File: src/cirs_pkg.sv
// ----------------------------------------------------------------------------
// Report scheduler package
// Shared types, codes and constants of the report scheduler.
// ----------------------------------------------------------------------------
`default_nettype none
package cirs_pkg;

  localparam int unsigned DefaultEntries = 16;

  typedef enum logic [3:0] {
    FN_RUN       = 4'd0,
    FN_SETUP     = 4'd1,
    FN_SETUP_ARG = 4'd2,
    FN_SETUP_PIN = 4'd3,
    FN_CHANGE    = 4'd4,
    FN_CHANGE_CB = 4'd5,
    FN_UPDATE    = 4'd6,
    FN_RESTART   = 4'd7,
    FN_NOW       = 4'd8,
    FN_DELETE    = 4'd9,
    FN_QUERY     = 4'd10,
    FN_ENABLE    = 4'd11,
    FN_DISABLE   = 4'd12,
    FN_ENA_ALL   = 4'd13,
    FN_DIS_ALL   = 4'd14,
    FN_UNUSED    = 4'd15
  } func_t;

  localparam logic [1:0] KIND_FIRE   = 2'd0;
  localparam logic [1:0] KIND_STATUS = 2'd1;
  localparam logic [1:0] KIND_NONE   = 2'd2;

  localparam logic [1:0] FORM_PLAIN = 2'd0;
  localparam logic [1:0] FORM_ARG   = 2'd1;
  localparam logic [1:0] FORM_PIN   = 2'd2;

  // request as it is broadcast to every cell
  typedef struct packed {
    logic [3:0]  func;
    logic [7:0]  entry_id;
    logic [31:0] now_ms;
    logic [31:0] min_interval;
    logic [31:0] max_interval;
    logic [31:0] min_change;
    logic [31:0] value;
    logic [31:0] pin_data;
    logic [31:0] callback_tag;
    logic [31:0] arg_tag;
  } req_t;

  typedef struct packed {
    logic [1:0]  kind;
    logic        ok;
    logic [5:0]  out_entry;
    logic [1:0]  call_form;
    logic [31:0] out_callback;
    logic [31:0] out_arg;
    logic [7:0]  out_pin;
    logic [7:0]  out_pin_mode;
    logic [15:0] out_config_id;
    logic [31:0] out_value;
    logic        last;
  } res_t;

  // what one cell reports back on its step
  typedef struct packed {
    logic        valid;
    logic        enabled;
    logic        fire;
    res_t        res;
  } cell_out_t;

endpackage
`default_nettype wire

File: src/cirs_cell.sv
// ----------------------------------------------------------------------------
// Report scheduler cell
// Holds one report entry and acts on the request when the sequencer steps it.
// ----------------------------------------------------------------------------
`default_nettype none
module cirs_cell #(
  parameter int unsigned IDX_W = 4,
  parameter logic [IDX_W-1:0] INDEX = '0
) (
  input  wire logic           clk,
  input  wire logic           rst,
  input  wire logic           step,
  input  wire logic           alloc,
  input  wire cirs_pkg::req_t req,
  output cirs_pkg::cell_out_t co
);
  import cirs_pkg::*;

  logic        valid, enabled, updated;
  logic [31:0] last_time, lo_int, hi_int, thr, cur, prev, cb, arg, pd;
  logic [1:0]  form;

  logic        hit;
  logic [31:0] elapsed;
  logic [32:0] diff, mag;
  logic        fires;

  assign hit     = (req.entry_id[7:IDX_W] == '0 || IDX_W == 8) &&
                   req.entry_id[IDX_W-1:0] == INDEX;
  assign elapsed = req.now_ms - last_time;
  assign diff    = {cur[31], cur} - {prev[31], prev};
  assign mag     = diff[32] ? (33'd0 - diff) : diff;
  assign fires   = valid && elapsed >= lo_int &&
                   (!($signed(mag) < $signed({thr[31], thr})) || elapsed >= hi_int);

  // report fire data
  always_comb begin
    co.valid   = valid;
    co.enabled = enabled;
    co.fire    = fires && updated && enabled;
    co.res     = '0;
    co.res.kind = KIND_FIRE;
    co.res.ok  = 1'b1;
    co.res.out_entry = 6'(INDEX);
    co.res.call_form = form;
    co.res.out_callback = cb;
    co.res.out_arg = (form == FORM_ARG) ? arg : 32'd0;
    if (form == FORM_PIN) begin
      co.res.out_pin = pd[7:0];
      co.res.out_pin_mode = pd[15:8];
      co.res.out_config_id = pd[31:16];
    end
    co.res.out_value = cur;
  end

  // apply the request
  always_ff @(posedge clk) begin
    if (rst) begin
      valid <= 1'b0; enabled <= 1'b0; updated <= 1'b0;
      last_time <= '0; lo_int <= '0; hi_int <= '0; thr <= '0; cur <= '0;
      prev <= '0; cb <= '0; arg <= '0; pd <= '0; form <= FORM_PLAIN;
    end else if (step) begin
      unique case (func_t'(req.func))
        FN_RUN: if (fires) begin
          last_time <= req.now_ms;
          prev <= cur;
        end
        FN_SETUP, FN_SETUP_ARG, FN_SETUP_PIN: if (alloc) begin
          valid <= 1'b1; enabled <= 1'b1; updated <= 1'b0;
          thr <= req.min_change; lo_int <= req.min_interval;
          hi_int <= req.max_interval; last_time <= req.now_ms;
          cur <= '0; prev <= '0; cb <= req.callback_tag;
          form <= req.func[1:0] - 2'd1;
          arg <= (req.func == FN_SETUP_ARG) ? req.arg_tag : 32'd0;
          pd <= (req.func == FN_SETUP_PIN) ? req.pin_data : 32'd0;
        end
        FN_CHANGE, FN_CHANGE_CB:
          if (hit && valid && req.min_interval != '0 &&
              req.max_interval >= req.min_interval) begin
            thr <= req.min_change; lo_int <= req.min_interval;
            hi_int <= req.max_interval;
            if (req.func == FN_CHANGE_CB) begin
              form <= FORM_PIN; cb <= req.callback_tag; arg <= '0;
              pd <= req.pin_data;
            end
          end
        FN_UPDATE: if (hit) begin
          cur <= req.value;
          if (!updated) begin
            prev <= req.value;
            last_time <= req.now_ms - lo_int;
          end
          updated <= 1'b1;
        end
        FN_RESTART: if (hit) begin
          updated <= 1'b0;
          last_time <= req.now_ms;
        end
        FN_NOW: if (hit) last_time <= req.now_ms - hi_int;
        FN_DELETE: if (hit && valid) begin
          valid <= 1'b0; enabled <= 1'b0; updated <= 1'b0;
          last_time <= req.now_ms; lo_int <= '0; hi_int <= '0; thr <= '0;
          cur <= '0; prev <= '0; cb <= '0; arg <= '0; pd <= '0;
          form <= FORM_PLAIN;
        end
        FN_ENABLE: if (hit) enabled <= 1'b1;
        FN_DISABLE: if (hit) enabled <= 1'b0;
        FN_ENA_ALL: if (valid) enabled <= 1'b1;
        FN_DIS_ALL: if (valid) enabled <= 1'b0;
        FN_QUERY, FN_UNUSED: ;
        default: ;
      endcase
    end
  end
endmodule
`default_nettype wire

File: config.mk
export PLATFORM = sky130hd
export DESIGN_NAME = cirs_cell
export DESIGN_NICKNAME = d
export VERILOG_FILES = /design/src/cirs_pkg.sv /design/src/cirs_cell.sv
export SDC_FILE = /design/constraint.sdc
export NUM_CORES = 1
export LEC_CHECK = 0
export ABC_AREA = 1
export BUFFER_PORTS_ARGS = -buffer_cell sky130_fd_sc_hd__buf_4
export CAP_MARGIN = 10
export CORE_ASPECT_RATIO = 1.25
export CORE_MARGIN = 10
export CORE_UTILIZATION = 59
export CTS_BUF_LIST = sky130_fd_sc_hd__clkbuf_4 sky130_fd_sc_hd__clkbuf_8
export CTS_CLUSTER_SIZE = 20
export DETAILED_ROUTE_END_ITERATION = 8
export PLACE_DENSITY = 0.84
export RECOVER_POWER = 100
export SLEW_MARGIN = 25
export SYNTH_ARGS = -nofsm -noshare
export SYNTH_HDL_FRONTEND = slang
export SYNTH_SLANG_ARGS = --single-unit
File: constraint.sdc
create_clock -name clk -period 5.3 [get_ports clk]
set_input_delay 1.06 -clock clk [delete_from_list [all_inputs] [get_ports clk]]
set_output_delay 1.06 -clock clk [all_outputs]
set_load 0.05 [all_outputs]
==> results of run 1 <==
[metal layers]
metal / GRT usage / wire [um]
met2: 0.6206 / 44110
met5: 0 / 13
met3: 0.07351 / 6517
met1: 0.3752 / 32300
met4: 0.2188 / 6417
[per-stage QoR]
| step | cells | hold slack (ns) | power [mW] | cell area [um2] | worst slack (ns) |
|---|---|---|---|---|---|
| after floorplan | 3801 | 0.4401 | 4.726 | 23420 | 0.02542 |
| after global placement | 4780 | 0.4482 | 5.882 | 28270 | -0.4831 |
| after detailed placement | 4780 | 0.4531 | 5.949 | 28270 | -0.5595 |
| after CTS | 4873 | 0.4609 | 8.253 | 29570 | -0.4471 |
| after global routing | 4890 | 0.4731 | 9.083 | 29640 | -0.7482 |
| final | 4891 | 0.4594 | 8.532 | 29640 | -0.5585 |
[cell usage after synthesis, types with 3 or more instances]
| library cell | n |
|---|---|
| sky130_fd_sc_hd__inv_2 | 11 |
| sky130_fd_sc_hd__buf_4 | 19 |
| sky130_fd_sc_hd__nand3b_1 | 12 |
| sky130_fd_sc_hd__nand4_1 | 50 |
| sky130_fd_sc_hd__or2_2 | 3 |
| sky130_fd_sc_hd__a21oi_1 | 432 |
| sky130_fd_sc_hd__nand2_1 | 1009 |
| sky130_fd_sc_hd__o21ai_0 | 163 |
| sky130_fd_sc_hd__nor4_1 | 4 |
| sky130_fd_sc_hd__a22o_1 | 15 |
| sky130_fd_sc_hd__a211oi_1 | 4 |
| sky130_fd_sc_hd__xor2_1 | 49 |
| sky130_fd_sc_hd__xnor2_1 | 22 |
| sky130_fd_sc_hd__ha_1 | 227 |
| sky130_fd_sc_hd__a31oi_1 | 7 |
| sky130_fd_sc_hd__clkbuf_1 | 102 |
| sky130_fd_sc_hd__o21bai_1 | 12 |
| sky130_fd_sc_hd__and2_1 | 13 |
| sky130_fd_sc_hd__nand3_1 | 272 |
| sky130_fd_sc_hd__a21boi_0 | 8 |
| sky130_fd_sc_hd__mux2i_1 | 8 |
| sky130_fd_sc_hd__nor2_2 | 8 |
| sky130_fd_sc_hd__o211ai_1 | 7 |
| sky130_fd_sc_hd__buf_1 | 6 |
| sky130_fd_sc_hd__a21o_1 | 7 |
| sky130_fd_sc_hd__buf_2 | 32 |
| sky130_fd_sc_hd__dfxtp_1 | 293 |
| sky130_fd_sc_hd__fa_1 | 3 |
| sky130_fd_sc_hd__inv_1 | 562 |
| sky130_fd_sc_hd__nor3_1 | 32 |
| sky130_fd_sc_hd__nor2_1 | 357 |
| sky130_fd_sc_hd__nand2_2 | 8 |
| sky130_fd_sc_hd__o21a_1 | 9 |
[kinds of logic (layout without fill, tap and decap cells)]
family	count (synthesis)	after routing
AND/OR/NAND/NOR	1777	1777
buffers and inverters	732	1319
AO/OA/AOI/OAI	679	679
flip-flops	293	293
adder cells (fa/ha/maj)	230	230
XOR/XNOR	71	71
multiplexers	9	9
other	2	15
[area by class of cell]
type / instances / area (um2)
multi-input combinational: 2776 / 15400
fill: 3272 / 9477
clock inverter: 15 / 177.7
inverter: 573 / 2152
tap: 498 / 623.1
antenna: 5 / 12.51
clock buffer: 67 / 859.6
timing repair buffer: 664 / 4548
sequential: 293 / 5871
[power breakdown]
group	internal, mW	switching [mW]	total (mW)
Clock	1.20	1.01	2.21
Combinational	1.60	2.36	3.96
Sequential	2.31	0.0560	2.37
[worst max-delay path: cells and delay by family (launching register included)]
| family | cells | cell delay (ns) |
|---|---|---|
| simple gates | 18 | 2.05 |
| fa+ha+maj | 3 | 0.73 |
| compound gates | 3 | 0.35 |
| xor+xnor | 1 | 0.15 |
| flops | 1 | 0.34 |
| buf+inv | 5 | 0.52 |
[registers in the layout (all words and copies together), names as in the netlist, 32 cells and up]
signal	cells
last_time	32
hi_int	32
prev	32
pd	32
thr	32
lo_int	32
cb	32
arg	32
cur	32
[repair_timing]
item,4_1_cts,5_1_grt
gates resized for setup,49,129
endpoints found under the setup margin,1,59
pin swaps,31,53
endpoints found under the hold margin,0,0
setup buffers,11,13
hold buffers,0,0
[worst paths after layout]
path / end / startpoint / slack [ns] / cells past startpoint
min reg2reg: prev[26] / prev[26] / 0.46 / 2
min: prev[26] / prev[26] / 0.46 / 2
max: co[140] / cur[0] / -0.56 / 30
max reg2reg: prev[4] / cur[0] / 0.10 / 35
==> results.py, run 1 <==
metrics = {
    "cts": {
        "number_of_clock_sinks": 293,
        "tritoncts_clock_tree": "done",
        "clock_tree.root_cell": "sky130_fd_sc_hd__clkbuf_8",
        "clock_latency_ns": 0.64,
        "post_cts_clock_slew_at_the_launch_and_capture_registers_of_the_worst_setup_and_hold_paths_ns": 0.06,
        "max-clock-path-buffers": 3,
        "cts_max_level": 2,
        "tritoncts.num_buffers": 48,
    },
    "cells_and_area": {
        "areaGrowthSynthToFinish_pct": 26.80,
        "most_frequent_cells_in_the_layout": "974 x sky130_fd_sc_hd__nand2_1, 559 x sky130_fd_sc_hd__inv_1, 512 x sky130_fd_sc_hd__buf_4",
        "final_nets": 4858,
        "final_util": 0.7578,
        "mostFrequentLayoutCell": "sky130_fd_sc_hd__nand2_1",
        "drive_gt1_frac": 0.1812,
    },
    "place": {
        "dp.final_hpwl_um": 69880,
        "portBuffers": 404,
        "weighted_congestion_reported_at_the_end_of_routability_driven_placement": 1.032,
    },
    "setup_path": {
        "crit_arrival_ns": 4.80,
        "critPathMaxFanout": 4,
        "kind_of_critical_path": "reg2out",
        "crit_end_category": "output port",
        "critical-path-max-stage-delay_ns": 0.36,
        "worst_setup_path_start_kind": "flop",
        "cp.required_ns": 4.24,
        "crit_slowest_cell": "sky130_fd_sc_hd__fa_2",
    },
    "timing": {
        "timing.max_slew.rel_slack": -0.8872,
        "final.period_utilization": 1.105,
        "timing.final.crit_period_ns": 5.858,
        "setup_viol_count_final": 1,
        "max_freq_mhz": 170.7,
        "timing.clock.skew_ns": 0.05579,
        "finalSetupTns_ns": -0.5585,
        "finalMaxSlewViolations": 293,
        "worstMarginPinSlew_ns": 2.831,
        "hold_viol": 0,
        "rsz_0062_raised_after_global_routing": "yes",
        "timing.final.ws_setup_ns": -0.5585,
    },
    "logic_synthesis": {
        "netlist.top_cell.by_area": "sky130_fd_sc_hd__dfxtp_1",
        "synth-compound-area-share": 0.1570,
        "synth_area_per_cell_um2": 6.164,
        "portion_of_the_post_synthesis_area_used_by_sequential_elements": 0.2509,
        "dominantRegCellSynth": "sky130_fd_sc_hd__dfxtp_1",
        "postSynthCellCount": 3793,
        "share_of_the_synthesized_area_in_the_top_cell_type": 0.2509,
        "synth_simple_gate_area_frac": 0.3150,
        "proportion_of_synthesized_area_in_mux_cells": 0.003907,
        "synth-xor-area-share": 0.02660,
        "synth_warnings": 0,
        "post_synth_arst_share": 0,
        "combinational_family_with_the_most_area_after_synthesis": "simple AND/OR/NAND/NOR gates",
        "synthAdderAreaFrac": 0.1241,
        "syn-cell-area_mm2": 0.02338,
        "ys_seq_elements": 293,
        "synth-edff-count": 0,
        "synth_top_cells_by_area": "sky130_fd_sc_hd__dfxtp_1 25%, sky130_fd_sc_hd__nand2_1 16%, sky130_fd_sc_hd__ha_1 12%, sky130_fd_sc_hd__a21oi_1 9.2%, sky130_fd_sc_hd__inv_1 9.0%",
        "synthDistinctLibCells": 55,
    },
    "route": {
        "routed_wire_length_per_instance_um": 18.27,
        "drt_first_iter_violations": 1964,
        "route.final.wire_length_um": 89360,
        "detail_route.drc_violations": 1,
        "number_of_vias_per_cell_after_detailed_routing": 5.552,
        "antenna_left": 0,
        "via_count": 27160,
        "drt_first_pass_iters": 9,
    },
    "floorplanning": {
        "design.portCount": 415,
        "die_area_mm2": 0.04804,
        "core_area_mm2": 0.03912,
        "std_cell_rows": 81,
        "die-height_um": 242.6,
        "floorplan.initialDensity": 0.5976,
        "dieWidth_um": 198.0,
    },
    "run": {
        "maxCapViolations": 5,
    },
    "global_routing": {
        "grt_first_pass_wirelength_um": 135900,
        "maximum_number_of_pins_on_one_net_before_global_route_repair": 97,
        "grt_overflow": 0,
        "number_of_global_route_vias_before_repair": 25860,
        "overall_global_routing_resource_usage": 0.3524,
        "grt_antenna_before_repair": 6,
    },
    "status": {
        "failed_checks": "design-rule violations, max-capacitance violations, max-slew violations, negative setup slack",
        "status": "finished with violations",
    },
    "pwr": {
        "power.density_mw_per_mm2": 287.8,
        "static-leakage-power_nw": 14.39,
        "irDropWorstVdd_v": 0.0002236,
    },
    "worst_hold_path": {
        "hold_path.class": "reg2reg",
    },
}
No activity file was read; power rests on OpenSTA's default activity.
==> run 2, diff against run 1 <==
--- a/config.mk
+++ b/config.mk
@@ -14,7 +14,8 @@
 export CTS_BUF_LIST = sky130_fd_sc_hd__clkbuf_4 sky130_fd_sc_hd__clkbuf_8
 export CTS_CLUSTER_SIZE = 20
 export DETAILED_ROUTE_END_ITERATION = 8
-export PLACE_DENSITY = 0.84
+export HOLD_SLACK_MARGIN = 0.08
+export PLACE_DENSITY = 0.92
 export RECOVER_POWER = 100
 export SLEW_MARGIN = 25
 export SYNTH_ARGS = -nofsm -noshare
==> run 2 against run 1 <==
The flow finishes with violations (max-capacitance violations, max-slew violations, negative setup slack). Final cell count about the same. Die area unchanged. Clock-buffer cell count up 7. First-iteration DRC count up 30%. Worst setup slack worse by 0.027 ns. Non-clock buffer count down 1. Sequential cell count unchanged. Register-to-register slack better by 0.09 ns. Wire length up 2.3%. Critical path type unchanged. Clock skew down 0.040 ns. Sequential share of layout area about the same. Hold slack better by 0.0012 ns.
==> results.py, run 2 (synthesis gave the netlist of run 1 again) <==
metrics = {
    "status": {
        "failed_checks": "max-capacitance violations, max-slew violations, negative setup slack",
        "status": "finished with violations",
    },
    "cts": {
        "tritoncts_clock_tree": "done",
        "cts-hold-fix-buffers": 0,
        "clock_latency_ns": 0.62,
        "tritoncts.num_buffers": 48,
        "cts_max_level": 2,
        "max-clock-path-buffers": 3,
        "number_of_clock_sinks": 293,
        "post_cts_clock_slew_at_the_launch_and_capture_registers_of_the_worst_setup_and_hold_paths_ns": 0.06,
        "clock_tree.root_cell": "sky130_fd_sc_hd__clkbuf_8",
    },
    "pwr": {
        "post-layout-total-power_mw": 8.659,
        "irDropWorstVdd_v": 0.0002859,
        "power.combinational.fraction": 0.463,
        "portion_of_total_power_attributed_to_sequential_cells": 0.273,
        "netSwitchingFraction": 0.4009,
        "power.clock.fraction": 0.264,
        "p_sw_mw": 3.471,
        "static-leakage-power_nw": 14.43,
        "p_int_mw": 5.187,
        "power.density_mw_per_mm2": 292.6,
    },
    "setup_path": {
        "critPathMostFrequentCell": "sky130_fd_sc_hd__nand2_1",
        "critPathMaxFanout": 5,
        "crit_family": "simple AND/OR/NAND/NOR gates",
        "worst_setup_path_start_kind": "flop",
        "worstPathBufferInverterCount": 4,
        "crit_arrival_ns": 4.82,
        "crit_slowest_cell": "sky130_fd_sc_hd__ha_2",
        "crit_end_category": "output port",
        "cp.required_ns": 4.24,
        "critical-path-max-stage-delay_ns": 0.41,
        "kind_of_critical_path": "reg2out",
    },
    "global_routing": {
        "grt_overflow": 0,
        "overall_global_routing_resource_usage": 0.3557,
        "maximum_number_of_pins_on_one_net_before_global_route_repair": 97,
        "grt.busiest_layer": "met2",
        "global_route.usage.met1": 0.3791,
        "number_of_global_route_vias_before_repair": 26740,
        "met3_global_route_usage": 0.06893,
        "grt.met2_usage": 0.6204,
        "grt_antenna_before_repair": 3,
        "grt_first_pass_wirelength_um": 138500,
    },
    "timing": {
        "max_freq_mhz": 169.9,
        "timing.clock.skew_ns": 0.01614,
        "hold_viol": 0,
        "timing.max_slew.rel_slack": -0.3290,
        "timing.final.crit_period_ns": 5.885,
        "timing.final.ws_setup_ns": -0.5850,
        "worstMarginPinSlew_ns": 1.993,
        "final.period_utilization": 1.110,
        "setup_viol_count_final": 1,
        "finalMaxSlewViolations": 168,
        "rsz_0062_raised_after_global_routing": "yes",
        "final_hold_slack_ns": 0.4606,
    },
    "route": {
        "number_of_vias_per_cell_after_detailed_routing": 5.696,
        "antenna_left": 0,
        "drt_first_iter_violations": 2558,
        "route.final.wire_length_um": 91450,
        "detail_route.drc_violations": 0,
        "routed_wire_length_per_instance_um": 18.69,
        "drt_first_pass_iters": 6,
        "via_count": 27870,
    },
    "floorplanning": {
        "core_area_mm2": 0.03912,
        "design.portCount": 415,
        "std_cell_rows": 81,
        "dieWidth_um": 198.0,
        "die-height_um": 242.6,
        "floorplan.initialDensity": 0.5976,
        "die_area_mm2": 0.04804,
    },
    "run": {
        "maxCapViolations": 3,
    },
    "cells_and_area": {
        "post_layout_nonfiller_instances": 4894,
        "final_nets": 4857,
        "most_frequent_cells_in_the_layout": "982 x sky130_fd_sc_hd__nand2_1, 558 x sky130_fd_sc_hd__inv_1, 516 x sky130_fd_sc_hd__buf_4",
        "areaGrowthSynthToFinish_pct": 26.59,
        "mostFrequentLayoutCell": "sky130_fd_sc_hd__nand2_1",
        "drive_gt1_frac": 0.1774,
    },
    "place": {
        "weighted_congestion_reported_at_the_end_of_routability_driven_placement": 1.052,
        "place.detailed.instances": 4791,
        "portBuffers": 404,
        "dp.final_hpwl_um": 68940,
        "dp_worst_setup_slack_ns": -0.6664,
    },
    "worst_hold_path": {
        "hold_path.class": "reg2reg",
    },
}
[run 2: cell types whose count changed in the layout (fill, tap and decap cells not counted), sizes merged]
cell      before  now
diode          5    4
clkinvlp       4    3
buf          522  526
clkbuf       209  211
inv          574  573
[run 2: power groups by stage]
stage	sequential, mW	clock, mW	combinational (mW)
detailed placement	2.41	0	3.58
global placement	2.41	0	3.49
global route	2.38	2.37	4.40
floorplan	2.48	0	2.24
CTS	2.37	2.28	3.72
finish	2.37	2.28	4.01
[run 2: stage by stage]
stage          TNS [ns]  utilization  cell area [um2]
3_5_place_dp     -8.367       0.7250            28360
3_3_place_gp     -4.332       0.7250            28360
6_report        -0.5850       0.7565            29590
4_1_cts         -0.4648       0.7588            29680
5_1_grt          -15.22       0.7564            29590
2_1_floorplan         0            -            23420
[run 2: area by class of cell]
type	instances	area (um2)
inverter	573	2152
tap	498	623.1
timing repair buffer	663	4572
sequential	293	5869
antenna	4	10.01
multi-input combinational	2776	15280
clock inverter	13	157.7
clock buffer	74	930.9
fill	3074	9525
[run 2: per-layer routing]
metal	vias to the layer above	wire length, um
li1	13270	-
met1	12540	32180
met2	1601	44140
met3	462	7859
met4	2	7258
met5	-	13
[run 2: repair_timing]
action / CTS / global route
resized for setup: 51 / 102
setup endpoints to repair: 1 / 3
setup buffers: 3 / 9
pin swaps: 19 / 44
[run 2: final timing paths]
| path | endpoint | cells after the start | from | slack [ns] |
|---|---|---|---|---|
| min | last_time[6] | 2 | last_time[6] | 0.46 |
| min reg2reg | last_time[6] | 2 | last_time[6] | 0.46 |
| max | co[140] | 31 | prev[9] | -0.58 |
| max reg2reg | prev[22] | 35 | prev[9] | 0.19 |
[run 2: tightest hold or removal path: stages (launching register included)]
cell and delay (ns):
sky130_fd_sc_hd__dfxtp_1 0.31, sky130_fd_sc_hd__nand2_1 0.06, sky130_fd_sc_hd__a21oi_1 0.05
